**src/i2crts_pkg.sv**
```systemverilog
// Shared types and codes for the I2C register transaction sequencer.
`default_nettype none
package i2crts_pkg;

    // Item kinds
    localparam logic [2:0] KIND_WRITE8    = 3'd0;
    localparam logic [2:0] KIND_READ8     = 3'd1;
    localparam logic [2:0] KIND_READ16    = 3'd2;
    localparam logic [2:0] KIND_READ16R   = 3'd3;
    localparam logic [2:0] KIND_COND_DONE = 3'd4;
    localparam logic [2:0] KIND_BYTE_SENT = 3'd5;
    localparam logic [2:0] KIND_BYTE_RCVD = 3'd6;

    // Bus engine commands
    localparam logic [2:0] CMD_NONE    = 3'd0;
    localparam logic [2:0] CMD_START   = 3'd1;
    localparam logic [2:0] CMD_RESTART = 3'd2;
    localparam logic [2:0] CMD_STOP    = 3'd3;
    localparam logic [2:0] CMD_SEND    = 3'd4;
    localparam logic [2:0] CMD_RECV    = 3'd5;
    localparam logic [2:0] CMD_ACK     = 3'd6;

    // Transaction operations
    localparam logic [1:0] OP_WRITE8  = 2'd0;
    localparam logic [1:0] OP_READ8   = 2'd1;
    localparam logic [1:0] OP_READ16  = 2'd2;
    localparam logic [1:0] OP_READ16R = 2'd3;

    // Sequencer phases
    localparam logic [3:0] PH_IDLE    = 4'd0;
    localparam logic [3:0] PH_START   = 4'd1;
    localparam logic [3:0] PH_WADDR   = 4'd2;
    localparam logic [3:0] PH_REG     = 4'd3;
    localparam logic [3:0] PH_DATA    = 4'd4;
    localparam logic [3:0] PH_RESTART = 4'd5;
    localparam logic [3:0] PH_RADDR   = 4'd6;
    localparam logic [3:0] PH_RXMSB   = 4'd7;
    localparam logic [3:0] PH_ACK     = 4'd8;
    localparam logic [3:0] PH_RXLSB   = 4'd9;
    localparam logic [3:0] PH_STOP    = 4'd10;

    localparam logic READ_BIT = 1'b1;

    typedef struct packed {
        logic [2:0] kind;
        logic [6:0] target_id;
        logic [7:0] reg_sel;
        logic [7:0] write_value;
        logic [7:0] retry_limit;
        logic       nack;
        logic [7:0] rx_byte;
    } item_t;

    typedef struct packed {
        logic [2:0]  bus_cmd;
        logic [7:0]  tx_byte;
        logic        done_res;
        logic        status;
        logic [15:0] read_value;
        logic        busy_res;
    } result_t;

endpackage
`default_nettype wire

```
**src/i2crts_core.sv**
```systemverilog
// Transaction state machine: holds the sequencer state and decodes one item.
`default_nettype none
module i2crts_core (
    input  wire logic                aclk,
    input  wire logic                aresetn,
    input  wire logic                step_en,
    input  wire i2crts_pkg::item_t   item,
    output i2crts_pkg::result_t      result
);
    import i2crts_pkg::*;

    logic [3:0] phase_reg, phase_next;
    logic [1:0] op_reg, op_next;
    logic [6:0] taddr_reg, taddr_next;
    logic [7:0] rindex_reg, rindex_next;
    logic [7:0] wdata_reg, wdata_next;
    logic [7:0] bound_reg, bound_next;
    logic [8:0] rcount_reg, rcount_next;
    logic [7:0] hbyte_reg, hbyte_next;
    logic [7:0] lbyte_reg, lbyte_next;
    logic       err_reg, err_next;

    always_comb begin
        phase_next  = phase_reg;
        op_next     = op_reg;
        taddr_next  = taddr_reg;
        rindex_next = rindex_reg;
        wdata_next  = wdata_reg;
        bound_next  = bound_reg;
        rcount_next = rcount_reg;
        hbyte_next  = hbyte_reg;
        lbyte_next  = lbyte_reg;
        err_next    = err_reg;
        result      = '0;

        case (item.kind)
            KIND_WRITE8, KIND_READ8, KIND_READ16, KIND_READ16R: begin
                // requests while busy are dropped
                if (phase_reg == PH_IDLE) begin
                    op_next        = item.kind[1:0];
                    taddr_next     = item.target_id;
                    rindex_next    = item.reg_sel;
                    wdata_next     = item.write_value;
                    bound_next     = item.retry_limit;
                    rcount_next    = '0;
                    hbyte_next     = '0;
                    lbyte_next     = '0;
                    err_next       = 1'b0;
                    result.bus_cmd = CMD_START;
                    phase_next     = PH_START;
                end
            end
            KIND_COND_DONE: begin
                case (phase_reg)
                    PH_START: begin
                        result.bus_cmd = CMD_SEND;
                        result.tx_byte = {taddr_reg, 1'b0};
                        phase_next     = PH_WADDR;
                    end
                    PH_RESTART: begin
                        result.bus_cmd = CMD_SEND;
                        result.tx_byte = {taddr_reg, READ_BIT};
                        phase_next     = PH_RADDR;
                    end
                    PH_ACK: begin
                        result.bus_cmd = CMD_RECV;
                        phase_next     = PH_RXLSB;
                    end
                    PH_STOP: begin
                        result.done_res   = 1'b1;
                        result.status     = err_reg;
                        result.read_value = err_reg ? 16'd0 : {hbyte_reg, lbyte_reg};
                        phase_next        = PH_IDLE;
                    end
                    default: ;
                endcase
            end
            KIND_BYTE_SENT: begin
                case (phase_reg)
                    PH_WADDR: begin
                        if (item.nack) begin
                            err_next       = 1'b1;
                            result.bus_cmd = CMD_STOP;
                            phase_next     = PH_STOP;
                        end else begin
                            result.bus_cmd = CMD_SEND;
                            result.tx_byte = rindex_reg;
                            phase_next     = PH_REG;
                        end
                    end
                    PH_REG: begin
                        if (item.nack) begin
                            err_next       = 1'b1;
                            result.bus_cmd = CMD_STOP;
                            phase_next     = PH_STOP;
                        end else if (op_reg == OP_WRITE8) begin
                            result.bus_cmd = CMD_SEND;
                            result.tx_byte = wdata_reg;
                            phase_next     = PH_DATA;
                        end else begin
                            result.bus_cmd = CMD_RESTART;
                            phase_next     = PH_RESTART;
                        end
                    end
                    PH_DATA: begin
                        if (item.nack) begin
                            err_next = 1'b1;
                        end
                        result.bus_cmd = CMD_STOP;
                        phase_next     = PH_STOP;
                    end
                    PH_RADDR: begin
                        if (!item.nack) begin
                            result.bus_cmd = CMD_RECV;
                            phase_next     = PH_RXMSB;
                        end else if (op_reg == OP_READ16R &&
                                     rcount_reg <= {1'b0, bound_reg}) begin
                            rcount_next    = rcount_reg + 9'd1;
                            result.bus_cmd = CMD_RESTART;
                            phase_next     = PH_RESTART;
                        end else begin
                            err_next       = 1'b1;
                            result.bus_cmd = CMD_STOP;
                            phase_next     = PH_STOP;
                        end
                    end
                    default: ;
                endcase
            end
            KIND_BYTE_RCVD: begin
                case (phase_reg)
                    PH_RXMSB: begin
                        if (op_reg == OP_READ8) begin
                            hbyte_next     = '0;
                            lbyte_next     = item.rx_byte;
                            result.bus_cmd = CMD_STOP;
                            phase_next     = PH_STOP;
                        end else begin
                            hbyte_next     = item.rx_byte;
                            result.bus_cmd = CMD_ACK;
                            phase_next     = PH_ACK;
                        end
                    end
                    PH_RXLSB: begin
                        lbyte_next     = item.rx_byte;
                        result.bus_cmd = CMD_STOP;
                        phase_next     = PH_STOP;
                    end
                    default: ;
                endcase
            end
            default: ;
        endcase

        result.busy_res = (phase_next != PH_IDLE);
    end

    always_ff @(posedge aclk) begin
        if (!aresetn) begin
            phase_reg  <= PH_IDLE;
            op_reg     <= '0;
            taddr_reg  <= '0;
            rindex_reg <= '0;
            wdata_reg  <= '0;
            bound_reg  <= '0;
            rcount_reg <= '0;
            hbyte_reg  <= '0;
            lbyte_reg  <= '0;
            err_reg    <= 1'b0;
        end else if (step_en) begin
            phase_reg  <= phase_next;
            op_reg     <= op_next;
            taddr_reg  <= taddr_next;
            rindex_reg <= rindex_next;
            wdata_reg  <= wdata_next;
            bound_reg  <= bound_next;
            rcount_reg <= rcount_next;
            hbyte_reg  <= hbyte_next;
            lbyte_reg  <= lbyte_next;
            err_reg    <= err_next;
        end
    end

endmodule
`default_nettype wire

```
**src/i2c_register_transaction_sequencer_top.sv**
```systemverilog
// I2C register transaction sequencer: stream wrapper with input and result registers.
//
// Usage: requests (write8, read8, read16, read16 with retry) and bus engine
// events (condition done, byte sent, byte received) arrive as items on the
// s_ channel, kind in s_tuser. Every item yields exactly one result item on
// the m_ channel: the next bus command in m_tuser, plus tx byte, done, status,
// read value and busy in m_tdata.
// Path: an item is registered at the input, decoded against the sequencer
// state when it moves on, and its result lands in the result register,
// from which it shows on the m_ channel.
// Throughput: one item per cycle while m_tready stays high; the state machine
// update is a single registered step per item.
// Reset (aresetn low, synchronous): both stages empty, sequencer idle with
// all transaction state cleared.
// Stall: while m_tready is low the result register holds; the input register
// still takes one more item, then s_tready drops until the result is taken.
`default_nettype none
module i2c_register_transaction_sequencer_top (
    input  wire logic        aclk,
    input  wire logic        aresetn,
    input  wire logic        s_tvalid,
    output logic             s_tready,
    // target_id[6:0], reg_sel[14:7], write_value[22:15], retry_limit[30:23],
    // nack[31], rx_byte[39:32]
    input  wire logic [39:0] s_tdata,
    // kind[2:0]
    input  wire logic [2:0]  s_tuser,
    output logic             m_tvalid,
    input  wire logic        m_tready,
    // tx_byte[7:0], done_res[8], status[9], read_value[25:10], busy_res[26], zero[31:27]
    output logic [31:0]      m_tdata,
    // bus_cmd[2:0]
    output logic [2:0]       m_tuser
);
    import i2crts_pkg::*;

    logic    in_valid_reg;
    item_t   in_item_reg;
    logic    out_valid_reg;
    result_t out_res_reg;
    result_t core_res;
    logic    advance;

    // the held item moves on when the result register is free
    assign advance  = in_valid_reg && (!out_valid_reg || m_tready);
    assign s_tready = !in_valid_reg || advance;

    always_ff @(posedge aclk) begin
        if (!aresetn) begin
            in_valid_reg <= 1'b0;
        end else if (s_tready) begin
            in_valid_reg <= s_tvalid;
        end
    end

    always_ff @(posedge aclk) begin
        if (s_tready && s_tvalid) begin
            in_item_reg.kind        <= s_tuser;
            in_item_reg.target_id   <= s_tdata[6:0];
            in_item_reg.reg_sel     <= s_tdata[14:7];
            in_item_reg.write_value <= s_tdata[22:15];
            in_item_reg.retry_limit <= s_tdata[30:23];
            in_item_reg.nack        <= s_tdata[31];
            in_item_reg.rx_byte     <= s_tdata[39:32];
        end
    end

    i2crts_core u_core (
        .aclk    (aclk),
        .aresetn (aresetn),
        .step_en (advance),
        .item    (in_item_reg),
        .result  (core_res)
    );

    always_ff @(posedge aclk) begin
        if (!aresetn) begin
            out_valid_reg <= 1'b0;
        end else if (advance) begin
            out_valid_reg <= 1'b1;
        end else if (m_tready) begin
            out_valid_reg <= 1'b0;
        end
    end

    always_ff @(posedge aclk) begin
        if (advance) begin
            out_res_reg <= core_res;
        end
    end

    assign m_tvalid = out_valid_reg;
    assign m_tuser  = out_res_reg.bus_cmd;
    assign m_tdata  = {5'd0, out_res_reg.busy_res, out_res_reg.read_value,
                       out_res_reg.status, out_res_reg.done_res, out_res_reg.tx_byte};

endmodule
`default_nettype wire

```
**config.mk**
```make
export PLATFORM = sky130hd
export DESIGN_NAME = i2c_register_transaction_sequencer_top
export DESIGN_NICKNAME = d
export VERILOG_FILES = /design/src/i2crts_pkg.sv /design/src/i2crts_core.sv /design/src/i2c_register_transaction_sequencer_top.sv
export SDC_FILE = /design/constraint.sdc
export NUM_CORES = 1
export LEC_CHECK = 0
export ABC_CLOCK_PERIOD_IN_PS = 6900
export BUFFER_PORTS_ARGS = -buffer_cell sky130_fd_sc_hd__buf_4
export CORE_MARGIN = 8
export CORE_UTILIZATION = 45
export CTS_CLUSTER_SIZE = 25
export DETAILED_ROUTE_END_ITERATION = 10
export GPL_TIMING_DRIVEN = 0
export SETUP_SLACK_MARGIN = 0.15
export SYNTH_ARGS = -nofsm -noshare
export SYNTH_HDL_FRONTEND = slang
export SYNTH_HIERARCHICAL = 1
export SYNTH_SLANG_ARGS = --single-unit
```
**constraint.sdc**
```tcl
create_clock -name aclk -period 6.9 [get_ports aclk]
set_input_delay 1.035 -clock aclk [delete_from_list [all_inputs] [get_ports aclk]]
set_output_delay 1.035 -clock aclk [all_outputs]
set_load 0.02 [all_outputs]
```
## Word-level counts from Yosys, hierarchy flattened

Cells that the tools add are included.

| operators by class | value |
|---|---|
| $add $sub $neg | 1 |
| multipliers | 0 |
| div/mod/pow operators | 0 |
| magnitude comparators | 1 |
| eq/ne operators | 29 |
| shift operators | 0 |
| multiplexer cells | 50 |
| bitwise logic cells | 2 |
| reductions and logical operators | 24 |

Operators with widths:

| operator | count |
|---|---|
| one-hot mux 8 bit (2 select lines) | 6 |
| two-way mux 8 bit | 7 |
| one-hot mux 4 bit (4 select lines) | 3 |
| two-way mux 9 bit | 4 |
| one-hot mux 3 bit (4 select lines) | 2 |
| two-way mux 4 bit | 5 |
| two-way mux 18 bit | 1 |
| one-hot mux 9 bit (2 select lines) | 1 |
| equality test 4 x 3 -> 1 bit, second input constant | 4 |
| two-way mux 16 bit | 1 |
| two-way mux 3 bit | 5 |
| equality test 4 bit, second input constant | 3 |
| inequality test 3 bit, second input constant | 4 |
| one-hot mux 3 bit (2 select lines) | 2 |
| adder 9 x 1 -> 9 bit, second input constant | 1 |
| equality test 3 bit, second input constant | 3 |
| <= comparator 9 x 8 -> 1 bit | 1 |
| two-way mux 1 bit | 9 |
| equality test 4 x 2 -> 1 bit, second input constant | 2 |
| one-hot mux 4 bit (2 select lines) | 1 |
| AND reduction 7 bit | 1 |
| equality test 3 x 2 -> 1 bit, second input constant | 2 |
| inequality test 2 x 1 -> 1 bit, second input constant | 3 |
| inequality test 3 x 2 -> 1 bit, second input constant | 2 |
| other kinds (24) | 34 |

| word-level totals | value |
|---|---|
| bits in registers | 138 |
| latch bits | 0 |
| memory bits (writable) | 0 |
| memory bits (read-only) | 0 |
| input port bits | 47 |
| output and inout bits | 37 |
| logic and storage cells | 132 |
| memories | 0 |

## Depth between registers and ports, before layout

| depth | value |
|---|---|
| depth in word-level cells | 7 |
| depth in mapped cells | 9 |
| depth with buffers taken out | 9 |

## Hierarchy

The synthesis kept the hierarchy.

By module, submodules not included:

| module | times used | cells an instance | area each (µm²) | sequential area each (µm²) |
|---|---|---|---|---|
| i2crts_core | 1 | 487 | 3714.8 | 1261.2 |
| i2c_register_transaction_sequencer_top | 1 | 88 | 2337.2 | 2232.1 |

## Worst setup path after synthesis

OpenSTA, ideal clock, no wires.

| timing path | value |
|---|---|
| path type | input port to flip-flop |
| from | input m_tready |
| to | register u_core.rcount_reg[6] |
| library setup time | 0.072 ns |
| data arrival time | 3.812 ns |
| data required time | 6.828 ns |
| setup slack | 3.016 ns |
| stages | 8 |
| path buffers | 1 |
| path through | nor2b_4 nor2b_1 clkbuf_1 o21a_1 and3_1 o2111ai_2 or3_1 a21oi_1 |

| between the ends | value |
|---|---|
| word-level cells in the longest chain between the ends | 3 |

RTL lines:

| what | RTL line | RTL |
|---|---|---|
| start: declaration | i2c_register_transaction_sequencer_top.sv:29 | `input wire logic m_tready,` |
| logical OR 1 bit | i2c_register_transaction_sequencer_top.sv:45 | `assign advance = in_valid_reg && (!out_valid_reg \|\| m_tready);` |
| logical AND 1 bit | i2c_register_transaction_sequencer_top.sv:45 |  |
| net advance | i2c_register_transaction_sequencer_top.sv:42 | `logic advance;` |
| AND reduction 6 bit (no source line) | - |  |
| end signal: assignment | i2crts_core.sv:177 | `rcount_reg <= rcount_next;` |
| end: declaration | i2crts_core.sv:18 | `logic [8:0] rcount_reg, rcount_next;` |

The timed path passes the listed nets, and every way through them passes these cells.
A chain may end at the register's enable or synchronous reset.

## Worst setup path in the final report

| timing path | value |
|---|---|
| from | input m_tready |
| to | register u_core.taddr_reg[4] |

| between the ends | value |
|---|---|
| word-level cells in the longest chain between the ends | 3 |

RTL lines:

| what | RTL line | RTL |
|---|---|---|
| logical OR 1 bit | i2c_register_transaction_sequencer_top.sv:45 |  |
| logical AND 1 bit | i2c_register_transaction_sequencer_top.sv:45 |  |
| net advance | i2c_register_transaction_sequencer_top.sv:42 |  |
| AND reduction 3 bit (no source line) | - |  |
| end signal: assignment | i2crts_core.sv:173 | `taddr_reg <= taddr_next;` |
| end: declaration | i2crts_core.sv:14 | `logic [6:0] taddr_reg, taddr_next;` |

The timed path passes the listed nets, and every way through them passes these cells.

==> results.json <==
{
  "status": "finished clean",
  "dpl_cell_area_sq_mm": 0.00693,
  "gp_congestion": 0.894,
  "dr_total_vias": 4484,
  "syn_to_final_growth_pct": 24.4,
  "crit_arrival_ps": 3710,
  "htreeDepth": 4,
  "finalWorstSetupSlack_ps": 3530,
  "grt_max_degree": 32,
  "initial_core_util_pct": 45.9,
  "ctsRootBufferMaster": "clkbuf_16",
  "synth-seq-area-share_pct": 57.7,
  "cp_top_family": "simple AND/OR/NAND/NOR gates",
  "grt_usage_pct": 17.2,
  "leakage_nw": 2.79,
  "grt_first_pass_wirelength_um": 23700,
  "drt_first_iter_violations": 317,
  "slew-limit-headroom_pct": 33.4,
  "drive_above_1_share_pct": 21.0,
  "cts.repair.resized": 0,
  "tightest_slew_ps": 991,
  "synthCells": 575,
  "finalNonFillerCells": 867,
  "insertion_delay_ps": 420,
  "viasPerCell": 5.17,
  "path_cells": "buf_4 -> nor2b_4 -> nor2b_4 -> clkbuf_1 -> o21ai_0 -> nor2_1 -> clkbuf_1 -> nand2_1 -> a21boi_0",
  "ys_warn_count": 6,
  "first_global_vias": 4578,
  "hold_violations": 0,
  "ys_types": 64,
  "num_io_pins": 84,
  "finClkSkew_ps": 8.78,
  "die_width_um": 132,
  "maxCapViolCount": 0,
  "powerDensity_mw_per_mm2": 264,
  "synth_edf_count": 73,
  "cp-end-kind": "register",
  "drt_wl_total_um": 14500,
  "final_util_pct": 57.1,
  "postCtsSetupRepairBufs": 0,
  "die_h_um": 132,
  "ys_ff_latch": 138,
  "fin_nets": 734,
  "holdBufCountCts": 0,
  "hp-class": "reg2reg",
  "dp_cells": 835,
  "cts.sinks": 138,
  "fmax_mhz": 297,
  "crit_path_start_kind": "input pin",
  "final.setup.tns_ps": 0,
  "cts_tree": "yes",
  "antenna_found_initial": 0,
  "synth_ff_type": "edfxtp_1",
  "num_antenna_cells": 0,
  "rsz0062_at_grt": "false",
  "crit_start": "m_tready",
  "critical_path.slowest_cell": "nor2b_4",
  "synth.avg_cell_area_sq_um": 10.5,
  "clkTransAtPathRegs_ps": 60,
  "largest_reg_flops": 43,
  "clockBufferDepth": 2,
  "cts_buffers": 17,
  "wire_per_inst_um": 16.7,
  "critPathRequiredTime_ps": 7240,
  "cp_num_cells": 9,
  "rows": 42,
  "core_area_sq_mm": 0.0132,
  "synthArstFlopShare_pct": 0,
  "path_class": "in2reg",
  "drv_slew": 0,
  "holdPathStages": 2,
  "peakVddDrop_mv": 0.208,
  "grt_overflow": 0,
  "period_needed_ps": 3370,
  "drt-pass1-iter-count": 5,
  "setup_viol": 0,
  "detail-route-antenna-nets": 0,
  "drc": 0,
  "worstHoldStart": "u_core/hbyte_reg[5]",
  "preCtsSetupSlack_ps": 3040,
  "die_area_sq_mm": 0.0174,
  "min_period_over_period_pct": 48.9,
  "crit_buf_inv": 3,
  "port_buffers": 78,
  "critPathMaxStageDelay_ps": 690,
  "reg2regPathDepth": 7,
  "hpwl_um": 10500,
  "syn_area_sq_mm": 0.00605,
  "cp_max_fo": 31,
  "r2r_start": "in_valid_reg",
  "stdcell_area_sq_mm": 0.00753
}
layout by cell type, fill, tap and decap left out, types with 3 or more instances in the layout:
cell	count
nand2_1	107
buf_4	87
edfxtp_1	73
dfxtp_1	65
a21boi_0	41
nand3_1	24
o21ai_0	23
nor2_1	23
clkbuf_1	22
and2_1	19
a21oi_1	18
clkbuf_16	17
inv_1	14
nand2b_1	11
a21boi_1	10
nor3_1	9
ha_1	9
a22oi_1	8
nor2b_1	7
conb_1	5
xnor2_1	5
buf_2	4
nor4_2	4
nor3b_1	4
a31oi_1	4
or3_1	4
o22ai_1	4
o211ai_1	4
nand3b_4	3
o21a_1	3
clkinv_2	3
bufinv_16	3
buf_1	3
and3_1	3
kinds of logic (layout without fill, tap and decap cells):
logic type	after synthesis	after routing	synth area share, %
and+or+nand+nor	234	234	19.7
DFF	138	138	57.7
AOI/OAI and AO/OA	135	135	15.7
buffers and inverters	52	164	4.07
adders and majority gates	9	9	1.86
xor gates and xnor gates	5	5	0.724
other	1	5	0.0620
muxes	1	1	0.165
where the power goes:
part | internal, W | switching [W]
combinational | 0.0000657 | 0.0000967
sequential | 0.000897 | 0.0000138
clock | 0.000577 | 0.000335
total | 0.00154 | 0.000445
tightest hold or removal path, cell delays in order, from the launching register on:
cell	delay [ps]
dfxtp_1	300
nand2_1	50
a21boi_0	60
cell usage after synthesis, types with 2 or more instances:
master	number	area [sq um]
o21ba_2	2	20.0
and3_1	3	18.8
and2_1	19	119
a41oi_1	2	17.5
nor4_2	3	37.5
buf_6	2	22.5
o21ai_0	23	115
or3_1	4	25.0
o21a_1	3	22.5
nor2b_1	8	50.1
nand2b_1	11	68.8
a21boi_1	10	75.1
nand3b_4	3	60.1
a21boi_0	41	308
inv_1	14	52.6
nor3_1	9	45.0
ha_1	9	113
nand4_1	2	12.5
nand2_1	107	402
buf_4	8	60.1
xnor2_1	5	43.8
a21oi_1	19	95.1
edfxtp_1	73	2190
nor2_1	23	86.3
buf_1	3	11.3
clkbuf_1	19	71.3
dfxtp_1	65	1300
nand3_1	24	120
a22oi_1	8	60.1
nor3b_1	4	30.0
o21ai_1	2	10.0
and3b_1	2	17.5
o22ai_1	4	25.0
o211ai_1	4	30.0
buf_2	4	20.0
nand3b_1	2	15.0
a31oi_1	4	25.0
final timing paths:
| check | endpoint | slack, ps |
|---|---|---|
| worst max register to register | u_core/taddr_reg[4] | 3750 |
| worst max-delay path | u_core/taddr_reg[4] | 3530 |
| worst min register to register | u_core/hbyte_reg[5] | 460 |
| worst min-delay path | u_core/hbyte_reg[5] | 460 |
layout make-up:
class,instances,area (sq um)
fillers,1121,5660
flip-flops and latches,138,3490
multi-input cells,389,2350
repair buffers,80,621
clock buffers,21,450
well taps,176,220
plain buffers,37,190
clock inverters,11,143
inverters,15,56.3
routing by layer:
layer / global-route usage (%) / vias up / wire length (um)
li1: - / 2239 / -
met1: 20.3 / 2104 / 6420
met2: 28.0 / 124 / 7000
met3: 5.68 / 17 / 810
met4: 7.40 / 0 / 249
met5: 0 / - / 0
through the flow:
stage          power [W]  hold WS, ps
2_1_floorplan    0.00102          436
3_3_place_gp     0.00109          450
3_5_place_dp     0.00109          455
4_1_cts          0.00201          462
5_1_grt          0.00206          480
6_report         0.00199          460
Note: power is estimated with default switching activity, not from simulation.
